## src/design/apps_pkg.sv

```systemverilog
// shared types and constants of the adaptive page policy scheduler
`default_nettype none

package apps_pkg;

   // bank index space and row field
   localparam int NUM_BANK_IDX = 16;
   localparam int BANK_W       = 4;
   localparam int ROW_FIELD_W  = 16;
   localparam int OCC_W        = 7;
   localparam int THRESH_W     = 4;
   localparam int COUNT_W      = 4;

   // policy counter limits
   localparam logic [COUNT_W-1:0] COUNT_TOP   = 4'd15;
   localparam logic [COUNT_W-1:0] COUNT_RESET = 4'd8;

   // configuration reset values
   localparam logic [OCC_W-1:0]    DRAIN_HIGH_RESET   = 7'd40;
   localparam logic [OCC_W-1:0]    DRAIN_LOW_RESET    = 7'd20;
   localparam logic [THRESH_W-1:0] CLOSED_THRESH_RESET = 4'd11;
   localparam logic [THRESH_W-1:0] OPEN_THRESH_RESET   = 4'd6;

   // channel widths
   localparam int REQ_DATA_W = 80;
   localparam int RSP_DATA_W = 16;
   localparam int CSR_IDX_W  = 2;
   localparam int CSR_DATA_W = 7;

   // configuration register indexes
   typedef enum logic [CSR_IDX_W-1:0] {
      CSR_DRAIN_HIGH    = 2'd0,
      CSR_DRAIN_LOW     = 2'd1,
      CSR_CLOSED_THRESH = 2'd2,
      CSR_OPEN_THRESH   = 2'd3
   } csr_index_type;

   // command of the oldest issuable request
   typedef enum logic [1:0] {
      OP_COLUMN    = 2'd0,
      OP_ACTIVATE  = 2'd1,
      OP_PRECHARGE = 2'd2,
      OP_OTHER     = 2'd3
   } cmd_op_type;

   // input item, last member in the lowest bits
   typedef struct packed {
      logic [3:0]              pad;
      logic [15:0]             precharge_allowed_mask;
      logic [ROW_FIELD_W-1:0]  read_row;
      logic [BANK_W-1:0]       read_bank_index;
      cmd_op_type              read_next_op;
      logic                    read_ready;
      logic [ROW_FIELD_W-1:0]  write_row;
      logic [BANK_W-1:0]       write_bank_index;
      cmd_op_type              write_next_op;
      logic                    write_ready;
      logic [OCC_W-1:0]        reads_waiting;
      logic [OCC_W-1:0]        writes_waiting;
   } req_item_type;

   // result item, last member in the lowest bits
   typedef struct packed {
      logic [2:0]         pad;
      logic [COUNT_W-1:0] policy_count;
      logic               draining;
      logic               closed_mode;
      logic [BANK_W-1:0]  precharge_bank;
      logic               issue_precharge;
      logic               issue_is_write;
      logic               issue_request;
   } rsp_item_type;

   // outcome of the precharge candidate search
   typedef struct packed {
      logic              found;
      logic [BANK_W-1:0] bank;
   } pre_pick_type;

endpackage

`default_nettype wire

```

## src/design/apps_pre_pick.sv

```systemverilog
// lowest-index search over precharge candidate banks
`default_nettype none

module apps_pre_pick
   import apps_pkg::*;
#(
   parameter int SCAN_COUNT = 16
) (
   input  wire logic [NUM_BANK_IDX-1:0] cand,
   output pre_pick_type                 pick
);

   // walk from the top so the lowest candidate wins
   always_comb begin
      pick = '0;
      for (int i = NUM_BANK_IDX - 1; i >= 0; i--) begin
         if (cand[i] && (i < SCAN_COUNT)) begin
            pick.found = 1'b1;
            pick.bank  = BANK_W'(i);
         end
      end
   end

endmodule

`default_nettype wire

```

## src/design/adaptive_page_policy_scheduler.sv

```systemverilog
// top level of the adaptive open/closed page policy command scheduler
`default_nettype none

// One scheduling decision per item, one item per clock while the result
// stream is not stalled. An accepted item is held in an input register;
// from there the drain flag, page policy, per-bank row tracking and the
// precharge search are evaluated in one pass and the decision lands in the
// result register once that is free, while the next item may already be
// taken. The per-bank state feeds back directly from one item to the next,
// which allows one item per clock. A stalled result holds the input stage
// once it is full. Configuration writes take effect on the next edge.
module adaptive_page_policy_scheduler
   import apps_pkg::*;
#(
   parameter int RANKS    = 2,
   parameter int BANKS    = 8,
   parameter int ROW_BITS = 16
) (
   input  wire logic                  clock,
   input  wire logic                  reset,
   // configuration write port
   input  wire logic                  csr_we,
   input  wire logic [CSR_IDX_W-1:0]  csr_index,
   input  wire logic [CSR_DATA_W-1:0] csr_wdata,
   // request stream
   input  wire logic                  req_tvalid,
   output logic                       req_tready,
   // tdata from bit 0: writes_waiting, reads_waiting, write_ready, write_next_op,
   // write_bank_index, write_row, read_ready, read_next_op, read_bank_index,
   // read_row, precharge_allowed_mask, zero fill
   input  wire logic [REQ_DATA_W-1:0] req_tdata,
   // result stream
   output logic                       rsp_tvalid,
   input  wire logic                  rsp_tready,
   // tdata from bit 0: issue_request, issue_is_write, issue_precharge,
   // precharge_bank, closed_mode, draining, policy_count, zero fill
   output logic [RSP_DATA_W-1:0]      rsp_tdata
);

   localparam int RowKeep  = (ROW_BITS < ROW_FIELD_W) ? ROW_BITS : ROW_FIELD_W;
   localparam int NumScan  = (RANKS * BANKS > NUM_BANK_IDX) ? NUM_BANK_IDX : RANKS * BANKS;

   // configuration registers
   logic [OCC_W-1:0]    drain_high_ff,   drain_high_in;
   logic [OCC_W-1:0]    drain_low_ff,    drain_low_in;
   logic [THRESH_W-1:0] closed_thresh_ff, closed_thresh_in;
   logic [THRESH_W-1:0] open_thresh_ff,  open_thresh_in;

   // pipeline control and payload
   logic         s0_valid_ff, s0_valid_in;
   req_item_type s0_item_ff,  s0_item_in;
   logic         rsp_valid_ff, rsp_valid_in;
   rsp_item_type rsp_item_ff,  rsp_item_in;
   logic         advance;

   // scheduler state
   logic                     drain_flag_ff,  drain_flag_in;
   logic [COUNT_W-1:0]       policy_count_ff, policy_count_in;
   logic                     policy_closed_ff, policy_closed_in;
   logic [NUM_BANK_IDX-1:0]  row_known_ff,   row_known_in;
   logic [NUM_BANK_IDX-1:0]  recent_ff,      recent_in;
   logic [RowKeep-1:0]       last_row_ff [NUM_BANK_IDX];

   // decision signals
   logic                     drain_now;
   logic                     closed_now;
   logic                     issued;
   cmd_op_type               sel_op;
   logic [BANK_W-1:0]        sel_bank;
   logic [RowKeep-1:0]       sel_row;
   logic                     row_hit;
   logic                     row_we;
   logic [COUNT_W-1:0]       count_now;
   logic [NUM_BANK_IDX-1:0]  recent_mid;
   logic [NUM_BANK_IDX-1:0]  pre_cand;
   pre_pick_type             pick;
   logic                     do_pre;

   // configuration writes
   always_comb begin
      drain_high_in    = drain_high_ff;
      drain_low_in     = drain_low_ff;
      closed_thresh_in = closed_thresh_ff;
      open_thresh_in   = open_thresh_ff;
      if (csr_we) begin
         unique case (csr_index_type'(csr_index))
            CSR_DRAIN_HIGH:    drain_high_in    = csr_wdata;
            CSR_DRAIN_LOW:     drain_low_in     = csr_wdata;
            CSR_CLOSED_THRESH: closed_thresh_in = csr_wdata[THRESH_W-1:0];
            CSR_OPEN_THRESH:   open_thresh_in   = csr_wdata[THRESH_W-1:0];
            default: ;
         endcase
      end
   end

   // handshake and stage movement
   assign advance    = s0_valid_ff && (!rsp_valid_ff || rsp_tready);
   assign req_tready = !s0_valid_ff || advance;
   assign rsp_tvalid = rsp_valid_ff;
   assign rsp_tdata  = rsp_item_ff;

   always_comb begin
      s0_item_in  = s0_item_ff;
      s0_valid_in = s0_valid_ff;
      if (req_tvalid && req_tready) begin
         s0_item_in  = req_item_type'(req_tdata);
         s0_valid_in = 1'b1;
      end else if (advance) begin
         s0_valid_in = 1'b0;
      end
      rsp_valid_in = advance ? 1'b1 : (rsp_tready ? 1'b0 : rsp_valid_ff);
   end

   // drain hysteresis and page policy selection
   always_comb begin
      drain_now = (drain_flag_ff && (s0_item_ff.writes_waiting > drain_low_ff))
                  || (s0_item_ff.writes_waiting > drain_high_ff)
                  || (s0_item_ff.reads_waiting == '0);
      closed_now = policy_closed_ff;
      if (policy_count_ff > closed_thresh_ff) closed_now = 1'b1;
      if (policy_count_ff < open_thresh_ff)   closed_now = 1'b0;
   end

   // pick the side that issues and its request
   always_comb begin
      if (drain_now) begin
         issued   = s0_item_ff.write_ready;
         sel_op   = s0_item_ff.write_next_op;
         sel_bank = s0_item_ff.write_bank_index;
         sel_row  = s0_item_ff.write_row[RowKeep-1:0];
      end else begin
         issued   = s0_item_ff.read_ready;
         sel_op   = s0_item_ff.read_next_op;
         sel_bank = s0_item_ff.read_bank_index;
         sel_row  = s0_item_ff.read_row[RowKeep-1:0];
      end
      row_hit = row_known_ff[sel_bank] && (last_row_ff[sel_bank] == sel_row);
   end

   // per-bank tracking and policy counter update
   always_comb begin
      count_now  = policy_count_ff;
      recent_mid = recent_ff;
      row_we     = 1'b0;
      if (issued && (sel_op == OP_COLUMN)) begin
         if (closed_now) begin
            recent_mid[sel_bank] = 1'b1;
            if (row_hit) begin
               if (policy_count_ff != '0) count_now = policy_count_ff - 1'b1;
            end else begin
               row_we = 1'b1;
            end
         end else if (!row_hit) begin
            row_we = 1'b1;
            if (policy_count_ff != COUNT_TOP) count_now = policy_count_ff + 1'b1;
         end
      end else if (issued && closed_now &&
                   ((sel_op == OP_ACTIVATE) || (sel_op == OP_PRECHARGE))) begin
         recent_mid[sel_bank] = 1'b0;
      end
   end

   // preemptive precharge candidates
   assign pre_cand = recent_ff & s0_item_ff.precharge_allowed_mask;
   assign do_pre   = closed_now && !issued && pick.found;

   apps_pre_pick #(
      .SCAN_COUNT (NumScan)
   ) u_pre_pick (
      .cand (pre_cand),
      .pick (pick)
   );

   // next state and result
   always_comb begin
      drain_flag_in    = drain_flag_ff;
      policy_count_in  = policy_count_ff;
      policy_closed_in = policy_closed_ff;
      row_known_in     = row_known_ff;
      recent_in        = recent_ff;
      rsp_item_in      = rsp_item_ff;
      if (advance) begin
         drain_flag_in    = drain_now;
         policy_count_in  = count_now;
         policy_closed_in = closed_now;
         recent_in        = recent_mid;
         if (do_pre) recent_in[pick.bank] = 1'b0;
         if (row_we) row_known_in[sel_bank] = 1'b1;
         rsp_item_in                 = '0;
         rsp_item_in.issue_request   = issued;
         rsp_item_in.issue_is_write  = issued && drain_now;
         rsp_item_in.issue_precharge = do_pre;
         rsp_item_in.precharge_bank  = do_pre ? pick.bank : '0;
         rsp_item_in.closed_mode     = closed_now;
         rsp_item_in.draining        = drain_now;
         rsp_item_in.policy_count    = count_now;
      end
   end

   // control registers
   always_ff @(posedge clock) begin
      if (reset) begin
         drain_high_ff    <= DRAIN_HIGH_RESET;
         drain_low_ff     <= DRAIN_LOW_RESET;
         closed_thresh_ff <= CLOSED_THRESH_RESET;
         open_thresh_ff   <= OPEN_THRESH_RESET;
         s0_valid_ff      <= 1'b0;
         rsp_valid_ff     <= 1'b0;
         drain_flag_ff    <= 1'b0;
         policy_count_ff  <= COUNT_RESET;
         policy_closed_ff <= 1'b0;
         row_known_ff     <= '0;
         recent_ff        <= '0;
      end else begin
         drain_high_ff    <= drain_high_in;
         drain_low_ff     <= drain_low_in;
         closed_thresh_ff <= closed_thresh_in;
         open_thresh_ff   <= open_thresh_in;
         s0_valid_ff      <= s0_valid_in;
         rsp_valid_ff     <= rsp_valid_in;
         drain_flag_ff    <= drain_flag_in;
         policy_count_ff  <= policy_count_in;
         policy_closed_ff <= policy_closed_in;
         row_known_ff     <= row_known_in;
         recent_ff        <= recent_in;
      end
   end

   // payload registers
   always_ff @(posedge clock) begin
      s0_item_ff  <= s0_item_in;
      rsp_item_ff <= rsp_item_in;
   end

   // last row per bank, valid only where the known bit is set
   always_ff @(posedge clock) begin
      if (advance && row_we) begin
         last_row_ff[sel_bank] <= sel_row;
      end
   end

endmodule

`default_nettype wire

```

## config.mk

```make
export PLATFORM = sky130hd
export DESIGN_NAME = adaptive_page_policy_scheduler
export DESIGN_NICKNAME = d
export VERILOG_FILES = /design/src/design/apps_pkg.sv /design/src/design/apps_pre_pick.sv /design/src/design/adaptive_page_policy_scheduler.sv
export SDC_FILE = /design/constraint.sdc
export NUM_CORES = 1
export LEC_CHECK = 0
export BUFFER_PORTS_ARGS = -buffer_cell sky130_fd_sc_hd__buf_2
export CAP_MARGIN = 40
export CELL_PAD_IN_SITES_DETAIL_PLACEMENT = 1
export CELL_PAD_IN_SITES_GLOBAL_PLACEMENT = 2
export CORE_MARGIN = 10
export CORE_UTILIZATION = 45
export DETAILED_ROUTE_END_ITERATION = 12
export PLACE_DENSITY_LB_ADDON = 0.1
export SLEW_MARGIN = 0
export SYNTH_ARGS = -nofsm -noshare
export SYNTH_HDL_FRONTEND = slang
export SYNTH_SLANG_ARGS = --single-unit
```

## constraint.sdc

```tcl
create_clock -name clock -period 8.3 [get_ports clock]
set_clock_uncertainty 0.2 [all_clocks]
set_input_delay 0 -clock clock [delete_from_list [all_inputs] [get_ports clock]]
set_output_delay 0 -clock clock [all_outputs]
set_load 0.02 [all_outputs]
```

=== Word-level counts from Yosys, hierarchy flattened ===
Memory sizes are Yosys's and may differ from the RTL's.
Cells that the tools add are included.

* Memories: 1
* Word-level logic and storage cells: 132
* Output and inout bits: 18
* Register bits: 151
* Bits of input ports: 94
* RAM bits: 256

* Mux-type cells: 46
* Eq/ne operators: 7
* Order comparisons: 8
* Bitwise logic cells: 7
* Add/subtract/negate cells: 2
* Reduce and logical (&&, ||, !) cells: 32

{| class="wikitable"
|+ Memory list
! memory !! depth !! bits a word !! read ports !! clocked after Yosys merged registers in !! write ports !! line !! RTL
|-
| last_row_ff || 16 || 16 || 1 || 0 || 1 || adaptive_page_policy_scheduler.sv:62 || <nowiki>logic [RowKeep-1:0] last_row_ff [NUM_BANK_IDX];</nowiki>
|}

{| class="wikitable"
|+ Operators by type and width
! cell !! number
|-
| 16-bit 2-to-1 mux || 5
|-
| 5-bit 2-to-1 mux || 16
|-
| 16-bit AND || 3
|-
| 16-bit inverter || 2
|-
| 16-bit OR || 2
|-
| 4-bit 2-to-1 mux || 7
|-
| 16-bit == test || 1
|-
| 7-bit > comparator || 2
|-
| 1-bit 2-to-1 mux || 14
|-
| 1-bit logical AND || 13
|-
| 4-bit by 5-bit less-than comparator with 1-bit output, second input constant || 2
|-
| 2-bit AND reduction || 5
|-
| 1-bit demux with 4-bit select || 2
|-
| 4-bit by 1-bit greater-or-equal comparator with 1-bit output, second input constant || 2
|-
| 7-bit logical NOT || 1
|-
| 2-bit == test, second input constant || 3
|-
| 1-bit logical OR || 5
|-
| 4-bit by 1-bit adder with 4-bit output, second input constant || 1
|-
| 1-bit binary-select mux with 4-bit select || 1
|-
| 2-bit by 1-bit == test with 1-bit output, second input constant || 2
|-
| 4-bit > comparator || 1
|-
| 2-bit logical NOT || 2
|-
| 4-bit less-than comparator || 1
|-
| 4-bit != test, second input constant || 1
|-
| other kinds (5) || 8
|}

=== Depth between registers and ports, before layout ===
Gate-level depths: netlist of run 1.

* Word-level depth: 24
* Gate-level depth with buffers: 21
* Gate-level depth less buffers: 17

=== By module ===
Synthesis of run 1 repeated with hierarchy kept, for this count alone.

* Cell total of the unflattened synthesis: 1448
* Area, all modules: 17927.2 um^2

{| class="wikitable"
|+ Modules (own cells, without submodules)
! module !! cells each !! area an instance (um^2) !! sequential area each (um^2) !! times used
|-
| adaptive_page_policy_scheduler || 1414 || 17752.0 || 11601.1 || 1
|-
| apps_pre_pick || 34 || 175.2 || 0.0 || 1
|}

=== Worst setup path after synthesis of run 1 ===
No wires, ideal clock.

* Path type: reg2reg
* From: register s0_item_ff[6] (netlist name)
* To: memory last_row_ff[3][0] (netlist name) (enable)
* Period minus slack after synthesis: 5125 ps
* Library setup time: 390 ps
* Data required time: 7710 ps
* Arrival time: 4535 ps
* Stages on the path, launching flop included: 20
* Buffers on the path: 5
* Setup slack: 3175 ps
* Cell sequence: edfxtp_1 > ha_1 > and4_4 > a21boi_1 > o31a_1 > o31ai_2 > nand2_1 > buf_2 > buf_2 > buf_2 > buf_2 > a211oi_1 > a311oi_1 > a31oi_1 > xnor2_1 > o22ai_1 > nand4_4 > nand3_2 > buf_2 > nor2_1

* Longest elaborated chain between the ends: 13
* Elaborated cells on any way between the ends: 21
* Those cells by class: order compare: 2; eq/ne: 1; mux: 10; reduce/logical: 7; memory: 1

{| class="wikitable"
|+ RTL lines
! element !! line !! RTL
|-
| start: declaration || adaptive_page_policy_scheduler.sv:51 || <nowiki>req_item_type s0_item_ff, s0_item_in;</nowiki>
|-
| start signal: assignment || adaptive_page_policy_scheduler.sv:231 || <nowiki>s0_item_ff <= s0_item_in;</nowiki>
|-
| 7-bit > comparator || adaptive_page_policy_scheduler.sv:116 || <nowiki>drain_now = (drain_flag_ff && (s0_item_ff.writes_waiting > drain_low_ff))</nowiki>
|-
| 1-bit logical AND || adaptive_page_policy_scheduler.sv:116 ||
|-
| 1-bit logical OR * || adaptive_page_policy_scheduler.sv:117 || <nowiki>|| (s0_item_ff.writes_waiting > drain_high_ff)</nowiki>
|-
| 1-bit logical OR * || adaptive_page_policy_scheduler.sv:118 || <nowiki>|| (s0_item_ff.reads_waiting == '0);</nowiki>
|-
| 4-bit 2-to-1 mux || adaptive_page_policy_scheduler.sv:126 || <nowiki>if (drain_now) begin</nowiki>
|-
| memory 16 x 16 bit / 1-bit binary-select mux with 4-bit select (equally long branches) || n/a ||
|-
| 16-bit == test / 1-bit 2-to-1 mux (equally long branches) || adaptive_page_policy_scheduler.sv:137 || <nowiki>row_hit = row_known_ff[sel_bank] && (last_row_ff[sel_bank] == sel_row);</nowiki>
|-
| 1-bit logical AND || adaptive_page_policy_scheduler.sv:137 ||
|-
| 1-bit 2-to-1 mux || adaptive_page_policy_scheduler.sv:148, adaptive_page_policy_scheduler.sv:153 ||
|-
| 1-bit 2-to-1 mux || adaptive_page_policy_scheduler.sv:145 || <nowiki>if (issued && (sel_op == OP_COLUMN)) begin</nowiki>
|-
| 1-bit logical AND || adaptive_page_policy_scheduler.sv:237 || <nowiki>if (advance && row_we) begin</nowiki>
|-
| 1-bit 2-to-1 mux || adaptive_page_policy_scheduler.sv:237 ||
|-
| 1-bit 2-to-1 mux (implied by the code) || adaptive_page_policy_scheduler.sv:238 || <nowiki>last_row_ff[sel_bank] <= sel_row;</nowiki>
|-
| end: declaration || adaptive_page_policy_scheduler.sv:62 ||
|}

Every way passes the cells marked *; elsewhere a longest branch is shown, timed or not. The select of a mux whose other input is x is not followed.

=== Final worst setup path of run 1 ===
* From: register s0_item_ff[6] (netlist name)
* To: memory last_row_ff[2][7] (netlist name) (enable)

The elaborated chain is that of the path after synthesis.

==> results.json, run 1 <==
{
  "status": "completed",
  "die_w_um": 218,
  "holdBufCountCts": 181,
  "ys.flop_type": "edfxtp_1",
  "core_area_mm2": 0.0386,
  "path_cells": "ha_1 > and4_4 > a21boi_1 > o31a_1 > nor3_4 > inv_2 > mux2i_4 > a211oi_1 > or4_1 > o211ai_1 > or4_4 > a221oi_4 > nand4_4 > nand3_2 > nor2_2 > buf_4",
  "critical_path_peak_fanout": 18,
  "crit_type": "reg -> reg",
  "synth_area_leaders": "edfxtp_1 59%, dfxtp_1 7.1%, nand2_1 3.2%, and3_1 2.7%, mux2i_1 2.6%",
  "syn_avg_cell_area_um2": 13.0,
  "grt.total_usage_pct": 23.4,
  "clock_path_buffers": 3,
  "worst-endpoint-arrival_ns": 6.88,
  "postCtsSetupBuffers": 0,
  "cts_tree": "built",
  "fin_cells": 2205,
  "clk_latency_ns": 0.58,
  "ys_seq_elements": 407,
  "fin_util_pct": 57.3,
  "io_pins": 112,
  "dr.pass1.iters": 5,
  "whs_path_depth": 4,
  "dp_slack_ns": 1.58,
  "gp_congestion": 0.789,
  "portBuffers": 104,
  "synthCells": 1358,
  "clk_pin_slew_ns": 0.06,
  "total_power_mw": 4.92,
  "crit_buf_inv": 2,
  "cts_max_level": 2,
  "grt_setup_unrepaired": "false",
  "design_area_mm2": 0.0221,
  "drv_cap": 0,
  "tns_ns": 0,
  "drc": 0,
  "ant_nets": 0,
  "drt_wl_total_mm": 56.0,
  "synthTopCellsByCount": "345 x edfxtp_1, 152 x nand2_1, 76 x and3_1",
  "die_h_um": 218,
  "antenna_found_initial": 0,
  "num_rows": 72,
  "dpl.hpwl_mm": 32.3,
  "slew_headroom_pct": 38.3,
  "syn_area_mm2": 0.0176,
  "synthToLayoutAreaGrowth_pct": 25.8,
  "worstReg2RegStart": "s0_item_ff[6]",
  "postCtsResizedCells": 0,
  "yosysMostFrequentCell": "edfxtp_1",
  "synth_top_area_share_pct": 58.8,
  "layout_worst_path_cycle_share_pct": 82.1,
  "start_util_pct": 45.6,
  "synth_edf_count": 345,
  "vdd_drop_max_v": 0.000210,
  "grt_pass1_vias": 13700,
  "placed_area_mm2": 0.0189,
  "nNetsFinal": 1769,
  "timing.hold.ws_ns": 0.0773,
  "synth_cell_types": 86,
  "cts-root-buf": "clkbuf_16",
  "cts_sinks": 407,
  "worstHoldStart": "csr_wdata[4]",
  "holdPathEnd": "drain_low_ff[4]",
  "rr_worst_depth": 16,
  "ys_seq_area_share_pct": 65.9,
  "tightest_slew_ns": 0.906,
  "fp.dieArea_mm2": 0.0474,
  "final-hold-violation-count": 0,
  "powerDensity_mw_per_mm2": 222,
  "reg2reg_slack_ns": 1.49,
  "finalSetupViolCount": 0,
  "drt_iter0_markers": 1241,
  "fin_crit_ns": 6.81,
  "antenna_cells": 0,
  "finalMaxSlewViolations": 0,
  "vias_per_cell": 5.90,
  "grt_start_max_net_pins": 68,
  "path_depth": 16,
  "slowest_stage": "mux2i_4",
  "cpLargestDelayFamily": "simple AND/OR/NAND/NOR gates",
  "overflow": 0,
  "crit_required_ns": 8.37,
  "r2r-end": "last_row_ff[2][7]",
  "ys_warn_count": 0,
  "slowest_delay_ns": 0.87,
  "critPathLaunchType": "flop",
  "setup.worst_path.end_class": "flop",
  "routedWlPerCell_um": 25.4,
  "grt_pass1_wl_mm": 85.0,
  "dp.cells": 1940,
  "async_reset_ff_share_pct": 0,
  "p_leak_nw": 8.09,
  "vias": 13000,
  "synth.largest_area_cell": "edfxtp_1",
  "holdCritPathClass": "in -> reg",
  "finalWorstSetupSlack_ns": 1.49,
  "cts_inserted_buffers": 46,
  "drive_above_1_share_pct": 15.5,
  "fmax_mhz": 147
}
[worst max-delay path by stage]
| stage | start | to |
|---|---|---|
| finish | s0_item_ff[6] | last_row_ff[2][7] |
| global route | s0_item_ff[2] | last_row_ff[2][7] |
| CTS | s0_item_ff[4] | last_row_ff[2][7] |
| global placement | s0_item_ff[5] | last_row_ff[2][7] |
| floorplan | s0_item_ff[6] | last_row_ff[3][0] |
| detailed placement | s0_item_ff[4] | last_row_ff[2][6] |
[cell usage in the layout, fill, tap and decap left out, drive strengths merged, types with 13 or more instances in the layout]
master / n
nor2: 64
buf: 143
o21ai: 36
ha: 24
inv: 40
clkbuf: 60
dlygate4sd3: 181
o21a: 22
a2111oi: 30
a21oi: 48
mux2i: 49
a22oi: 17
clkinv: 21
edfxtp: 345
a211oi: 48
nor2b: 13
nand3: 32
nand2: 152
nor3: 26
dfxtp: 62
and3: 76
[cells by family (layout without fill, tap and decap cells)]
kind of cell | after synthesis | after routing | share of synthesized area (%)
adder cells (fa/ha/maj) | 24 | 24 | 1.71
other | 1 | 3 | 0.0213
XOR/XNOR | 7 | 7 | 0.348
AND/OR/NAND/NOR | 421 | 421 | 11.9
buffers and inverters | 121 | 448 | 2.84
flip-flops | 407 | 407 | 65.9
AO/OA/AOI/OAI | 320 | 320 | 13.7
multiplexers | 57 | 57 | 3.57
[where the power goes]
part / internal (mW) / switching [mW] / leakage, nW
sequential: 2.29 / 0.0150 / 3.67
clock: 1.11 / 0.820 / 0.692
combinational: 0.241 / 0.441 / 3.73
[tightest hold or removal path: cells and delay by family]
family / cells / cell delay, ns
buf+inv: 2 / 0.64
compound gates: 1 / 0.09
simple gates: 1 / 0.07
[routing by layer]
layer	share of wire [%]	routed length (um)	track usage (%)	vias to the layer above
met4	2.8	1580	7.98	0
li1	-	-	-	5865
met3	5.0	2780	3.19	94
met1	44	24400	30.7	6701
met2	49	27300	39.4	347
met5	0	0	0	-
[registers in the layout, summed over array words and instances (netlist names)]
signal            count
s0_item_ff           76
open_thresh_ff        4
recent_ff            16
policy_count_ff       4
closed_thresh_ff      4
rsp_tvalid            1
last_row_ff         256
s0_valid_ff           1
rsp_tdata            13
drain_flag_ff         1
row_known_ff         16
drain_high_ff         7
policy_closed_ff      1
drain_low_ff          7
[cell type report]
class                      count  area, um2
clock inverter                24        163
multi-input combinational    832       5620
tap                          518        648
inverter                      40        150
timing repair buffer         324       2720
clock buffer                  60       1240
sequential                   407      11600
fill                        3792      16500
No activity file was read; power rests on OpenSTA's default activity.
==> run 2, diff against run 1 <==
ABC_AREA = 1   (was unset)
CORE_UTILIZATION = 39   (was 45)
clock period = 6.76 ns   (was 8.3 ns; I/O delays follow)
==> results.json, run 2 <==
{
  "io_pins": 112,
  "dp.cells": 2727,
  "p_leak_nw": 10.4,
  "antenna_found_initial": 0,
  "ys_warn_count": 0,
  "ys_seq_area_share_pct": 62.2,
  "holdPathEnd": "open_thresh_ff[0]",
  "fin_cells": 2997,
  "vdd_drop_max_v": 0.000214,
  "top_register": "last_row_ff",
  "cts_sinks": 407,
  "clk_pin_slew_ns": 0.06,
  "synth_edf_count": 345,
  "die_h_um": 239,
  "whs_path_depth": 4,
  "grt_pass1_wl_mm": 89.6,
  "syn_area_mm2": 0.0187,
  "vias_per_cell": 4.83,
  "start_util_pct": 39.3,
  "cts_inserted_buffers": 46,
  "final-hold-violation-count": 0,
  "worstHoldStart": "csr_wdata[0]",
  "clk_latency_ns": 0.58,
  "synth_area_leaders": "edfxtp_1 56%, nand2_1 15%, dfxtp_1 6.7%, inv_1 6.2%, o21ai_0 2.6%",
  "grt.total_usage_pct": 20.5,
  "layout_worst_path_cycle_share_pct": 80.4,
  "routedWlPerCell_um": 19.2,
  "num_rows": 80,
  "drt_wl_total_mm": 57.6,
  "crit_type": "reg -> reg",
  "cts_max_level": 2,
  "yosysMostFrequentCell": "nand2_1",
  "timing.hold.ws_ns": 0.0888,
  "ys.flop_type": "edfxtp_1",
  "drt_iter0_markers": 731,
  "rr_worst_depth": 25,
  "vias": 14500,
  "fin_crit_ns": 5.43,
  "ys_seq_elements": 407,
  "dr.pass1.iters": 5,
  "worstReg2RegStart": "s0_item_ff[6]",
  "die_w_um": 239,
  "synthTopCellsByCount": "761 x nand2_1, 345 x edfxtp_1, 309 x inv_1",
  "finalMaxSlewViolations": 0,
  "ant_nets": 0,
  "tns_ns": 0,
  "syn_avg_cell_area_um2": 9.25,
  "drv_cap": 0,
  "postCtsResizedCells": 0,
  "grt_setup_unrepaired": "false",
  "finalWorstSetupSlack_ns": 1.33,
  "clock_path_buffers": 3,
  "finalSetupViolCount": 0,
  "tightest_slew_ns": 0.838,
  "r2r-end": "last_row_ff[2][1]",
  "core_area_mm2": 0.0475,
  "portBuffers": 104,
  "synthCells": 2018,
  "synthToLayoutAreaGrowth_pct": 25.8,
  "drc": 0,
  "critical_path_peak_fanout": 33,
  "async_reset_ff_share_pct": 0,
  "cts_tree": "built",
  "powerDensity_mw_per_mm2": 276,
  "synth_cell_types": 40,
  "slew_headroom_pct": 43.6,
  "largest_reg_flops": 256,
  "overflow": 0,
  "dp_slack_ns": 1.20,
  "synth.largest_area_cell": "edfxtp_1",
  "antenna_cells": 0,
  "total_power_mw": 6.47,
  "crit_required_ns": 6.79,
  "reg2reg_slack_ns": 1.33,
  "dpl.hpwl_mm": 33.4,
  "synth_top_area_share_pct": 55.5,
  "nNetsFinal": 2462,
  "layout_commonest_cell": "nand2_1",
  "final_cell_mix": "760 x nand2_1, 345 x edfxtp_1, 307 x inv_1, 184 x dlygate4sd3_1, 110 x nor2_1",
  "grt_start_max_net_pins": 59,
  "drive_above_1_share_pct": 11.7,
  "cts-root-buf": "clkbuf_16",
  "grt_pass1_vias": 15400,
  "top_regs": "last_row_ff (256), s0_item_ff (76)",
  "worst-endpoint-arrival_ns": 5.46,
  "setup.worst_path.end_class": "flop",
  "fmax_mhz": 184,
  "status": "completed",
  "holdCritPathClass": "in -> reg",
  "critPathLaunchType": "flop",
  "gp_congestion": 0.785,
  "fp.dieArea_mm2": 0.0570
}
[run 2: cell types whose count changed after synthesis, sizes merged, moves of 47 or more]
cell / previous run / this run
mux2i: 49 / 2
a211oi: 48 / 1
nor2: 64 / 134
inv: 39 / 313
o21ai: 36 / 148
nand2: 152 / 766
and3: 76 / 0
[run 2: cell type report]
type / instances / area (um2)
Clock buffer: 71 / 1410
Clock inverter: 15 / 123
Fill cell: 5395 / 24100
Inverter: 314 / 1180
Multi-Input combinational cell: 1230 / 5530
Sequential cell: 407 / 11600
Tap cell: 615 / 769
Timing Repair Buffer: 345 / 2870
[run 2: worst max-delay path by stage]
stage	from	end
2_1_floorplan	s0_item_ff[6]	last_row_ff[0][0]
3_3_place_gp	s0_item_ff[6]	last_row_ff[2][9]
3_5_place_dp	s0_item_ff[2]	last_row_ff[2][9]
4_1_cts	s0_item_ff[2]	last_row_ff[2][13]
5_1_grt	s0_item_ff[6]	last_row_ff[2][1]
6_report	s0_item_ff[6]	last_row_ff[2][1]
[run 2: cells by family (layout without fill, tap and decap cells)]
family,Yosys count,count (layout),synth area share [%]
simple gates,957,957,20.3
flops,407,407,62.2
buf+inv,383,745,8.49
compound gates,243,243,7.23
fa+ha+maj,24,24,1.61
mux,2,2,0.107
other cells,1,3,0.0201
xor+xnor,1,1,0.0469
[run 2: routing by layer]
metal / up-vias / track usage, % / wire, um
li1: 7105 / - / -
met1: 7075 / 26.0 / 26000
met2: 213 / 35.8 / 28600
met3: 73 / 3.33 / 1930
met4: 0 / 4.93 / 1090
met5: - / 0 / 0
[run 2: repair_timing]
action	CTS	global route
setup buffers	0	0
hold buffers	184	0
setup endpoints to repair	0	0
endpoints found under the hold margin	129	0
[run 2: worst max-delay path, cell delays in order, from the launching register on]
cell	delay (ns)
edfxtp_1	0.41
ha_1	0.32
nand2_1	0.07
nor2_1	0.15
nand2_1	0.07
nand2_1	0.07
nand2_2	0.10
nand3_4	0.29
nand2_1	0.16
o21ai_4	0.10
clkinv_2	0.58
buf_4	0.46
nand2_1	0.09
nand2_1	0.06
nand2_1	0.07
nand2_1	0.10
nor2_1	0.13
nand2_1	0.10
nand2_1	0.07
nor2_1	0.05
nand3_1	0.16
nor2_2	0.08
nand2_1	0.13
nand3_2	0.40
nor2_2	0.20
buf_4	0.39
[run 2: metrics by stage]
step                utilization, %  cell area [um2]
finish                        49.4            23500
global route                  49.4            23500
CTS                           49.4            23500
detailed placement            42.3            20100
global placement              42.1            20000
floorplan                        -            18700
[run 2: power by group]
group / switching (mW) / internal [mW] / total [mW]
Sequential: 0.0303 / 2.83 / 2.86
Clock: 1.03 / 1.51 / 2.54
Combinational: 0.723 / 0.343 / 1.07
Total: 1.79 / 4.69 / 6.47
